`src/rtl/core/btp_pkg.sv`:
```
`timescale 1ns / 1ps
package btp_pkg;

   // Default maximum data bytes taken in one data phase
   localparam int MAX_DATA_DEFAULT = 256;
   // Width used to compare the data counter with a length byte
   localparam int CNT_CMP_W = 9;

   localparam logic [7:0] SYNC_BYTE  = 8'hAA;
   localparam logic [7:0] BCAST_DEST = 8'hFE;
   localparam logic [7:0] BCAST_PRI  = 8'h07;
   localparam logic [7:0] BCAST_SEC  = 8'h00;
   localparam logic [7:0] ACK_BYTE   = 8'h00;
   localparam logic [7:0] ZERO_LEN   = 8'h00;
   localparam logic [7:0] CLEAR_BYTE = 8'hFF;

   // Byte roles
   localparam logic [3:0] ROLE_SYNC     = 4'd0;
   localparam logic [3:0] ROLE_SOURCE   = 4'd1;
   localparam logic [3:0] ROLE_DEST     = 4'd2;
   localparam logic [3:0] ROLE_CMD      = 4'd3;
   localparam logic [3:0] ROLE_SUBCMD   = 4'd4;
   localparam logic [3:0] ROLE_LEN      = 4'd5;
   localparam logic [3:0] ROLE_DATA     = 4'd6;
   localparam logic [3:0] ROLE_CRC      = 4'd7;
   localparam logic [3:0] ROLE_ACK      = 4'd8;
   localparam logic [3:0] ROLE_ANS_LEN  = 4'd9;
   localparam logic [3:0] ROLE_ANS_DATA = 4'd10;
   localparam logic [3:0] ROLE_ANS_CRC  = 4'd11;
   localparam logic [3:0] ROLE_ANS_ACK  = 4'd12;

   // Telegram events
   localparam logic [2:0] EV_NONE        = 3'd0;
   localparam logic [2:0] EV_BCAST_DONE  = 3'd1;
   localparam logic [2:0] EV_DONE_NO_ANS = 3'd2;
   localparam logic [2:0] EV_MASTER_NACK = 3'd3;
   localparam logic [2:0] EV_DONE_ANS    = 3'd4;
   localparam logic [2:0] EV_ANSWER_NACK = 3'd5;
   localparam logic [2:0] EV_SYNC_LOST   = 3'd6;

   // Parse phases, one-hot
   typedef enum logic [11:0] {
      PH_SOURCE   = 12'b0000_0000_0001,
      PH_DEST     = 12'b0000_0000_0010,
      PH_CMD      = 12'b0000_0000_0100,
      PH_SUBCMD   = 12'b0000_0000_1000,
      PH_LEN      = 12'b0000_0001_0000,
      PH_DATA     = 12'b0000_0010_0000,
      PH_CRC      = 12'b0000_0100_0000,
      PH_ACK      = 12'b0000_1000_0000,
      PH_ANS_LEN  = 12'b0001_0000_0000,
      PH_ANS_DATA = 12'b0010_0000_0000,
      PH_ANS_CRC  = 12'b0100_0000_0000,
      PH_ANS_ACK  = 12'b1000_0000_0000
   } phase_type;

   // One result item
   typedef struct packed {
      logic [3:0] byte_role;
      logic [7:0] data_index;
      logic [7:0] data_byte;
      logic [2:0] event_res;
      logic [7:0] source_addr;
      logic [7:0] dest_addr;
      logic [7:0] primary_cmd;
      logic [7:0] secondary_cmd;
      logic [7:0] master_length;
      logic [7:0] answer_length;
      logic [7:0] master_check;
      logic [7:0] answer_check;
   } result_type;

endpackage

```
`src/rtl/core/btp_parser.sv`:
```
`timescale 1ns / 1ps
module btp_parser
   import btp_pkg::*;
#(
   parameter int MAX_DATA = MAX_DATA_DEFAULT
) (
   input  logic       clock,
   input  logic       reset,
   input  logic       take,
   input  logic [7:0] rx_byte,
   output result_type result
);

   localparam int CNT_W = $clog2(MAX_DATA + 1);

   phase_type        phase_ff, phase_in;
   logic [CNT_W-1:0] cnt_ff, cnt_in, cnt_inc;
   logic [7:0]       src_ff, src_in;
   logic [7:0]       dest_ff, dest_in;
   logic [7:0]       pri_ff, pri_in;
   logic [7:0]       sec_ff, sec_in;
   logic [7:0]       mlen_ff, mlen_in;
   logic [7:0]       alen_ff, alen_in;
   logic [7:0]       mcrc_ff, mcrc_in;
   logic [7:0]       acrc_ff, acrc_in;
   logic [7:0]       cur_len;
   logic             data_end;
   logic             bcast;
   logic [3:0]       role;
   logic [7:0]       idx;
   logic [2:0]       ev;

   // Data phase bookkeeping
   assign cnt_inc  = cnt_ff + 1'b1;
   assign cur_len  = (phase_ff == PH_DATA) ? mlen_ff : alen_ff;
   assign data_end = (CNT_CMP_W'(cnt_inc) == CNT_CMP_W'(cur_len)) ||
                     (CNT_CMP_W'(cnt_inc) >= CNT_CMP_W'(MAX_DATA));
   assign bcast    = (dest_ff == BCAST_DEST) ||
                     ((pri_ff == BCAST_PRI) && (sec_ff == BCAST_SEC));

   // Walk the telegram one byte at a time
   always_comb begin
      phase_in = phase_ff;
      cnt_in   = cnt_ff;
      src_in   = src_ff;
      dest_in  = dest_ff;
      pri_in   = pri_ff;
      sec_in   = sec_ff;
      mlen_in  = mlen_ff;
      alen_in  = alen_ff;
      mcrc_in  = mcrc_ff;
      acrc_in  = acrc_ff;
      role     = ROLE_SYNC;
      idx      = 8'd0;
      ev       = EV_NONE;
      unique case (phase_ff)
         PH_SOURCE: begin
            if (rx_byte != SYNC_BYTE) begin
               src_in   = rx_byte;
               dest_in  = CLEAR_BYTE;
               pri_in   = CLEAR_BYTE;
               sec_in   = CLEAR_BYTE;
               mlen_in  = CLEAR_BYTE;
               alen_in  = CLEAR_BYTE;
               mcrc_in  = CLEAR_BYTE;
               acrc_in  = CLEAR_BYTE;
               role     = ROLE_SOURCE;
               phase_in = PH_DEST;
            end
         end
         PH_DEST: begin
            dest_in  = rx_byte;
            role     = ROLE_DEST;
            phase_in = PH_CMD;
         end
         PH_CMD: begin
            pri_in   = rx_byte;
            role     = ROLE_CMD;
            phase_in = PH_SUBCMD;
         end
         PH_SUBCMD: begin
            sec_in   = rx_byte;
            role     = ROLE_SUBCMD;
            phase_in = PH_LEN;
         end
         PH_LEN: begin
            mlen_in  = rx_byte;
            role     = ROLE_LEN;
            cnt_in   = '0;
            phase_in = (rx_byte != ZERO_LEN) ? PH_DATA : PH_CRC;
         end
         PH_DATA, PH_ANS_DATA: begin
            if (rx_byte == SYNC_BYTE) begin
               ev       = EV_SYNC_LOST;
               phase_in = PH_SOURCE;
            end else begin
               role   = (phase_ff == PH_DATA) ? ROLE_DATA : ROLE_ANS_DATA;
               idx    = 8'(cnt_ff);
               cnt_in = cnt_inc;
               if (data_end) begin
                  phase_in = (phase_ff == PH_DATA) ? PH_CRC : PH_ANS_CRC;
               end
            end
         end
         PH_CRC: begin
            mcrc_in = rx_byte;
            role    = ROLE_CRC;
            if (bcast) begin
               ev       = EV_BCAST_DONE;
               phase_in = PH_SOURCE;
            end else begin
               phase_in = PH_ACK;
            end
         end
         PH_ACK: begin
            if (rx_byte == ACK_BYTE) begin
               role     = ROLE_ACK;
               phase_in = PH_ANS_LEN;
            end else if (rx_byte == SYNC_BYTE) begin
               ev       = EV_DONE_NO_ANS;
               phase_in = PH_SOURCE;
            end else begin
               role     = ROLE_ACK;
               ev       = EV_MASTER_NACK;
               phase_in = PH_SOURCE;
            end
         end
         PH_ANS_LEN: begin
            if (rx_byte == SYNC_BYTE) begin
               ev       = EV_DONE_NO_ANS;
               phase_in = PH_SOURCE;
            end else begin
               alen_in  = rx_byte;
               role     = ROLE_ANS_LEN;
               cnt_in   = '0;
               phase_in = (rx_byte != ZERO_LEN) ? PH_ANS_DATA : PH_ANS_CRC;
            end
         end
         PH_ANS_CRC: begin
            acrc_in  = rx_byte;
            role     = ROLE_ANS_CRC;
            phase_in = PH_ANS_ACK;
         end
         PH_ANS_ACK: begin
            role     = ROLE_ANS_ACK;
            ev       = (rx_byte == ACK_BYTE) ? EV_DONE_ANS : EV_ANSWER_NACK;
            phase_in = PH_SOURCE;
         end
         default: begin
            phase_in = PH_SOURCE;
         end
      endcase
   end

   // Result reflects the held fields after this byte
   always_comb begin
      result.byte_role     = role;
      result.data_index    = idx;
      result.data_byte     = rx_byte;
      result.event_res     = ev;
      result.source_addr   = src_in;
      result.dest_addr     = dest_in;
      result.primary_cmd   = pri_in;
      result.secondary_cmd = sec_in;
      result.master_length = mlen_in;
      result.answer_length = alen_in;
      result.master_check  = mcrc_in;
      result.answer_check  = acrc_in;
   end

   // Advance the parse state on each accepted request
   always_ff @(posedge clock) begin
      if (reset) begin
         phase_ff <= PH_SOURCE;
         cnt_ff   <= '0;
         src_ff   <= 8'h00;
         dest_ff  <= CLEAR_BYTE;
         pri_ff   <= CLEAR_BYTE;
         sec_ff   <= CLEAR_BYTE;
         mlen_ff  <= CLEAR_BYTE;
         alen_ff  <= CLEAR_BYTE;
         mcrc_ff  <= CLEAR_BYTE;
         acrc_ff  <= CLEAR_BYTE;
      end else if (take) begin
         phase_ff <= phase_in;
         cnt_ff   <= cnt_in;
         src_ff   <= src_in;
         dest_ff  <= dest_in;
         pri_ff   <= pri_in;
         sec_ff   <= sec_in;
         mlen_ff  <= mlen_in;
         alen_ff  <= alen_in;
         mcrc_ff  <= mcrc_in;
         acrc_ff  <= acrc_in;
      end
   end

endmodule

```
`src/rtl/core/bus_telegram_parser_unit.sv`:
```
`timescale 1ns / 1ps
// A request's response is valid in the cycle after the request is accepted.
// One request per cycle while responses are taken; the parse state updates in the
// accepting cycle and the response register is refilled as it drains.
// Reset (synchronous, active high) returns to waiting for a source byte, clears
// the source to 0, the other header fields to 0xFF, and empties the response register.
module bus_telegram_parser_unit
   import btp_pkg::*;
#(
   parameter int MAX_DATA = MAX_DATA_DEFAULT
) (
   input  logic       clock,
   input  logic       reset,
   input  logic       req_valid,
   output logic       req_ready,
   input  logic [7:0] req_rx_byte,
   output logic       rsp_valid,
   input  logic       rsp_ready,
   output logic [3:0] rsp_byte_role,
   output logic [7:0] rsp_data_index,
   output logic [7:0] rsp_data_byte,
   output logic [2:0] rsp_event_res,
   output logic [7:0] rsp_source_addr,
   output logic [7:0] rsp_dest_addr,
   output logic [7:0] rsp_primary_cmd,
   output logic [7:0] rsp_secondary_cmd,
   output logic [7:0] rsp_master_length,
   output logic [7:0] rsp_answer_length,
   output logic [7:0] rsp_master_check,
   output logic [7:0] rsp_answer_check
);

   logic       take;
   result_type result;
   result_type rsp_ff;
   logic       rsp_valid_ff;

   // Accept when the response register is empty or drains this cycle
   assign req_ready = !reset && (!rsp_valid_ff || rsp_ready);
   assign take      = req_valid && req_ready;

   btp_parser #(
      .MAX_DATA (MAX_DATA)
   ) u_parser (
      .clock   (clock),
      .reset   (reset),
      .take    (take),
      .rx_byte (req_rx_byte),
      .result  (result)
   );

   // Hold the response until taken
   always_ff @(posedge clock) begin
      if (reset) begin
         rsp_valid_ff <= 1'b0;
      end else if (take) begin
         rsp_valid_ff <= 1'b1;
      end else if (rsp_ready) begin
         rsp_valid_ff <= 1'b0;
      end
   end

   always_ff @(posedge clock) begin
      if (take) begin
         rsp_ff <= result;
      end
   end

   assign rsp_valid         = rsp_valid_ff;
   assign rsp_byte_role     = rsp_ff.byte_role;
   assign rsp_data_index    = rsp_ff.data_index;
   assign rsp_data_byte     = rsp_ff.data_byte;
   assign rsp_event_res     = rsp_ff.event_res;
   assign rsp_source_addr   = rsp_ff.source_addr;
   assign rsp_dest_addr     = rsp_ff.dest_addr;
   assign rsp_primary_cmd   = rsp_ff.primary_cmd;
   assign rsp_secondary_cmd = rsp_ff.secondary_cmd;
   assign rsp_master_length = rsp_ff.master_length;
   assign rsp_answer_length = rsp_ff.answer_length;
   assign rsp_master_check  = rsp_ff.master_check;
   assign rsp_answer_check  = rsp_ff.answer_check;

endmodule

```
`config.mk`:
```
export PLATFORM = sky130hd
export DESIGN_NAME = bus_telegram_parser_unit
export DESIGN_NICKNAME = d
export VERILOG_FILES = /design/src/rtl/core/btp_pkg.sv /design/src/rtl/core/btp_parser.sv /design/src/rtl/core/bus_telegram_parser_unit.sv
export SDC_FILE = /design/constraint.sdc
export NUM_CORES = 1
export LEC_CHECK = 0
export BUFFER_PORTS_ARGS = -buffer_cell sky130_fd_sc_hd__buf_2
export CORE_MARGIN = 3
export CORE_UTILIZATION = 45
export DETAILED_ROUTE_END_ITERATION = 6
export GPL_TIMING_DRIVEN = 0
export PLACE_DENSITY = 0.72
export SYNTH_ARGS = -nofsm -noshare
export SYNTH_HDL_FRONTEND = slang
export SYNTH_HIERARCHICAL = 1
export SYNTH_SLANG_ARGS = --single-unit
```
`constraint.sdc`:
```
create_clock -name clock -period 10.8 [get_ports clock]
set_input_delay 1.08 -clock clock [delete_from_list [all_inputs] [get_ports clock]]
set_output_delay 1.08 -clock clock [all_outputs]
set_load 0.005 [all_outputs]
```
* Word-level counts from Yosys, hierarchy flattened *
Index checks and enable logic that the tools add are counted.

cells by class
  shifts and indexed selects = 0
  muxes and demuxes = 47
  reductions and logical operators = 17
  bitwise gates (word level) = 1
  add/subtract/negate cells = 1
  magnitude comparators = 1
  multiply operators = 0
  divide/modulo/power cells = 0
  equal/unequal tests = 21

operators by type and width
  kind                                             number
  case mux 12 bit (10 select lines)                1
  case mux 8 bit (2 select lines)                  7
  two-way mux 8 bit                                12
  two-way mux 12 bit                               4
  case mux 4 bit (11 select lines)                 1
  two-way mux 9 bit                                3
  case mux 9 bit (3 select lines)                  1
  two-way mux 11 bit                               2
  two-way mux 4 bit                                5
  == test 8 bit, second input constant             2
  zero test 8 bit                                  2
  case mux 3 bit (5 select lines)                  1
  == test 12 x 1 -> 1 bit, second input constant   1
  == test 12 x 10 -> 1 bit, second input constant  1
  == test 12 x 11 -> 1 bit, second input constant  1
  == test 12 bit, second input constant            1
  == test 12 x 2 -> 1 bit, second input constant   1
  == test 12 x 3 -> 1 bit, second input constant   1
  == test 12 x 4 -> 1 bit, second input constant   1
  == test 12 x 5 -> 1 bit, second input constant   1
  == test 12 x 6 -> 1 bit, second input constant   1
  == test 12 x 7 -> 1 bit, second input constant   1
  == test 12 x 8 -> 1 bit, second input constant   1
  == test 12 x 9 -> 1 bit, second input constant   1
  other kinds (22)                                 35

storage, ports and cells
  bits of input ports = 12
  RAM bits = 0
  word-level logic and storage cells = 111
  bits in read-only memories = 0
  register bits = 173
  latch bits = 0
  memories kept = 0
  output and inout port bits = 89

* Logic depth before layout (Yosys ltp) *
  word-level depth = 7
  depth in mapped cells = 9

* Hierarchy *
The synthesis kept the hierarchy.

by module, submodules not included
  module                    instances  cells an instance  seq. area each (µm²)  area an instance (µm²)
  btp_parser                1          639                1701.6                5063.6
  bus_telegram_parser_unit  1          92                 2632.5                2672.6

* Worst setup path after synthesis *
No wires, ideal clock.

  kind = input -> register
  from = input port rsp_ready
  to = register u_parser.phase_ff[4]
  path buffers = 1
  library setup time = 0.121 ns
  required time = 10.679 ns
  data arrival time = 5.992 ns
  cell stages on the path = 8
  path slack = 4.687 ns
  path through = nor2b_4 -> nor3b_2 -> clkbuf_1 -> o41ai_2 -> a2111oi_4 -> nand3_2 -> o21ai_4 -> mux2_4

on the way
  longest elaborated chain between the ends = 4

ends and longest elaborated chain
  element                        RTL line                        text
  start: declaration             bus_telegram_parser_unit.sv:18  input logic rsp_ready,
  logical OR 1 bit               bus_telegram_parser_unit.sv:39  assign req_ready = !reset && (!rsp_valid_ff || rsp_ready);
  logical AND 1 bit              bus_telegram_parser_unit.sv:39
  logical AND 1 bit              bus_telegram_parser_unit.sv:40  assign take = req_valid && req_ready;
  via take                       bus_telegram_parser_unit.sv:33  logic take;
  AND reduction 3 bit (no line)  -
  end signal: assignment         btp_parser.sv:185               phase_ff <= phase_in;
  end: declaration               btp_parser.sv:16                phase_type phase_ff, phase_in;

The timed path passes the listed nets, and every way through them passes these cells.
A chain may end at the register's enable or synchronous reset.

* Worst setup path after layout *
  from = input port reset
  to = register u_parser.phase_ff[8]

on the way
  longest elaborated chain between the ends = 4

ends and longest elaborated chain
  element                        RTL line                        text
  start: declaration             bus_telegram_parser_unit.sv:13  input logic reset,
  zero test 1 bit                bus_telegram_parser_unit.sv:39
  logical AND 1 bit              bus_telegram_parser_unit.sv:39
  logical AND 1 bit              bus_telegram_parser_unit.sv:40
  via take                       bus_telegram_parser_unit.sv:33
  AND reduction 3 bit (no line)  -

The timed path passes the listed nets, and every way through them passes these cells.

==> out/summary.txt <==
Largest regs: u_parser/phase_ff x12, u_parser/cnt_ff x9
Worst Hold Depth: 2
Final setup vio count: 0
Starting density of the core: 46.3%
Synthesized net count: 744
Worst setup path class: input pin to flop
Hold Crit Class: flop to flop
CP max stage delay: 750 ps
Cells after Synth: 731
Worst path cell trace: buf_2 -> nor3b_4 -> buf_8 -> clkbuf_1 -> o41ai_2 -> a2111oi_4 -> nand3_2 -> o21ai_4 -> mux2_4
Initial antenna violation count: 0
Origin of the worst min-delay path: u_parser/src_ff[7]
RR Startpoint: rsp_valid
First-pass GRT wire length: 31200 um
Syn_area_per_cell: 10.6 um^2
Slew headroom: 42.7%
Top Family by Delay on Critical Path: simple AND/OR/NAND/NOR gates
Hold buffers post-CTS: 0
# DRC: 0
Critical path depth: 9
Commonest cells after routing, fill and taps aside: nand2_1 (151), buf_2 (105), edfxtp_1 (87)
Setup TNS: 0 ps
Post-synth ARST share: 0%
Via count: 6118
Clk pin slew, worst setup/hold paths: 70 ps
Maxcap violations: 0
Cells after DPL: 1055
Worst Reg-to-Reg Cells: 9
Commonest register cell after synthesis: edfxtp_1
Antenna Nets Post-Route: 0
Tot GR Track Use: 21.9%
Place WS: 6550 ps
Pwr dens: 156 nW/um^2
Sink Count: 173
Ys Warns: 6
CTS root buffer: clkbuf_16
#FFs+latches synth: 173
Core ar.: 16700 um^2
CP Launch Point: reset
Slew @ Worst Pin: 859 ps
Drt first pass iters: 5
Final hold slack: 476 ps
CP Data Arrival Time: 4100 ps
Vias in the first global route: 5722
Diode count: 0
Most flop-heavy register: u_parser/phase_ff
Largest net degree at the start of global routing: 22
RePlAce Congestion: 0.911
Leak Pwr: 0.00327 uW
Fin nets: 867
Max Slew Vio Count: 0
Initial DRC count: 613
Finished Layout Cells: 1087
Row cnt: 47
Top-Level Pins: 101
Clock Skew: 14.2 ps
Final wirelength: 19600 um
Via density: 5.63
Critical path endpoint category: flop
RSZ-0062 raised after global routing: false
CTS tree: yes
Peak VDD IR: 0.000113 V
Fmax: 265 MHz
Critical Path RT: 11130 ps
Flip-flop count of the largest register after layout: 12
Post-synthesis cell area: 7740 um^2
CTS max path bufs: 2
I/O Buffers: 100
Skew-Pair Late Insertion Delay: 440 ps
CTS-repair resized insts: 0
Worst Setup Start Kind: input pin
Worst-path cell with the longest stage delay: nor3b_4
Post-synthesis sequential area ratio: 56.0%
Die width: 137 um
Tcrit/Tclk final: 34.9%
Final Hold Vio Count: 0
Share of cells above drive strength 1: 20.3%
Setup ws final: 7030 ps
DIE HEIGHT: 137 um
Syn-to-layout area delta: 19.1%
Tmin final: 3770 ps
H-tree levels: 4
Post-detailed-route wirelength per cell: 18.0 um
Most common cell after layout, fill and taps aside: nand2_1
CP max FO: 20
Post-CTS setup buffers: 0
Hpwl dp: 13700 um
Distinct cells, synth: 65
Die ar.: 18800 um^2
Outcome: finished clean
Worst path bufs/invs: 3
GRT overflow: 0
Cts bufs inserted: 17
Post-synth EDFFs: 87
==> worst paths after layout <==
kind                                        endpoint  slack, ps
worst min register to register    u_parser/src_ff[7]        480
worst max-delay path            u_parser/phase_ff[8]       7030
worst min-delay path              u_parser/src_ff[7]        480
worst max register to register  u_parser/phase_ff[8]       7450
==> per-stage QoR <==
step | util [%] | power (uW) | cell area, um^2
6_report | 55.2 | 1440 | 9210
2_1_floorplan | - | 777 | 7740
4_1_cts | 55.2 | 1450 | 9210
3_3_place_gp | 51.0 | 812 | 8510
3_5_place_dp | 51.4 | 814 | 8590
5_1_grt | 55.2 | 1480 | 9210
==> cell families after synthesis <==
group                      after synthesis  synth area share (%)
AOI/OAI and AO/OA                      117                  10.1
xor gates and xnor gates                15                  2.05
adders and majority gates                1                 0.162
buffers and inverters                   56                  3.28
DFF                                    173                  56.0
muxes                                   59                  8.02
and+or+nand+nor                        310                  20.3
==> tightest hold or removal path, stage by stage, from the launching register on <==
cell	delay, ps
dfxtp_1	310
nand2b_1	60
a21oi_1	60
==> cells in the mapped netlist (6+ instances only) <==
cell type | number | area share (%)
a21oi_1 | 29 | 1.9
and2_1 | 10 | 0.81
buf_1 | 7 | 0.34
buf_4 | 8 | 0.78
clkbuf_1 | 32 | 1.6
dfxtp_1 | 86 | 22
edfxtp_1 | 87 | 34
mux2i_1 | 50 | 6.5
nand2_1 | 151 | 7.3
nand2b_1 | 14 | 1.1
nand3_1 | 35 | 2.3
nand4_1 | 8 | 0.65
nor2_1 | 31 | 1.5
nor2b_1 | 9 | 0.73
nor3_1 | 6 | 0.39
nor4b_1 | 6 | 0.68
o21ai_0 | 22 | 1.4
o22ai_1 | 32 | 2.6
xnor2_1 | 8 | 0.91
==> metal layers <==
layer	vias to the layer above	part of all wire (%)	track usage (%)
met5	-	0	0
met2	250	46	33.7
met3	34	7.9	6.21
met1	2935	44	30.0
met4	0	2.1	6.98
li1	2899	-	-
==> layout make-up <==
cell class	count	area, um^2
Fill cell	1481	7490
Buffer	53	243
Inverter	3	11.3
Clock buffer	17	425
Sequential cell	173	4330
Clock inverter	15	195
Timing Repair Buffer	104	573
Tap cell	220	275
Multi-Input combinational cell	502	3150
==> power by group <==
part / total (uW) / internal [uW] / switching (uW)
Sequential: 703 / 698 / 4.63
Combinational: 98.7 / 31.8 / 66.9
Clock: 635 / 353 / 281
Note: power is estimated with default switching activity, not from simulation.
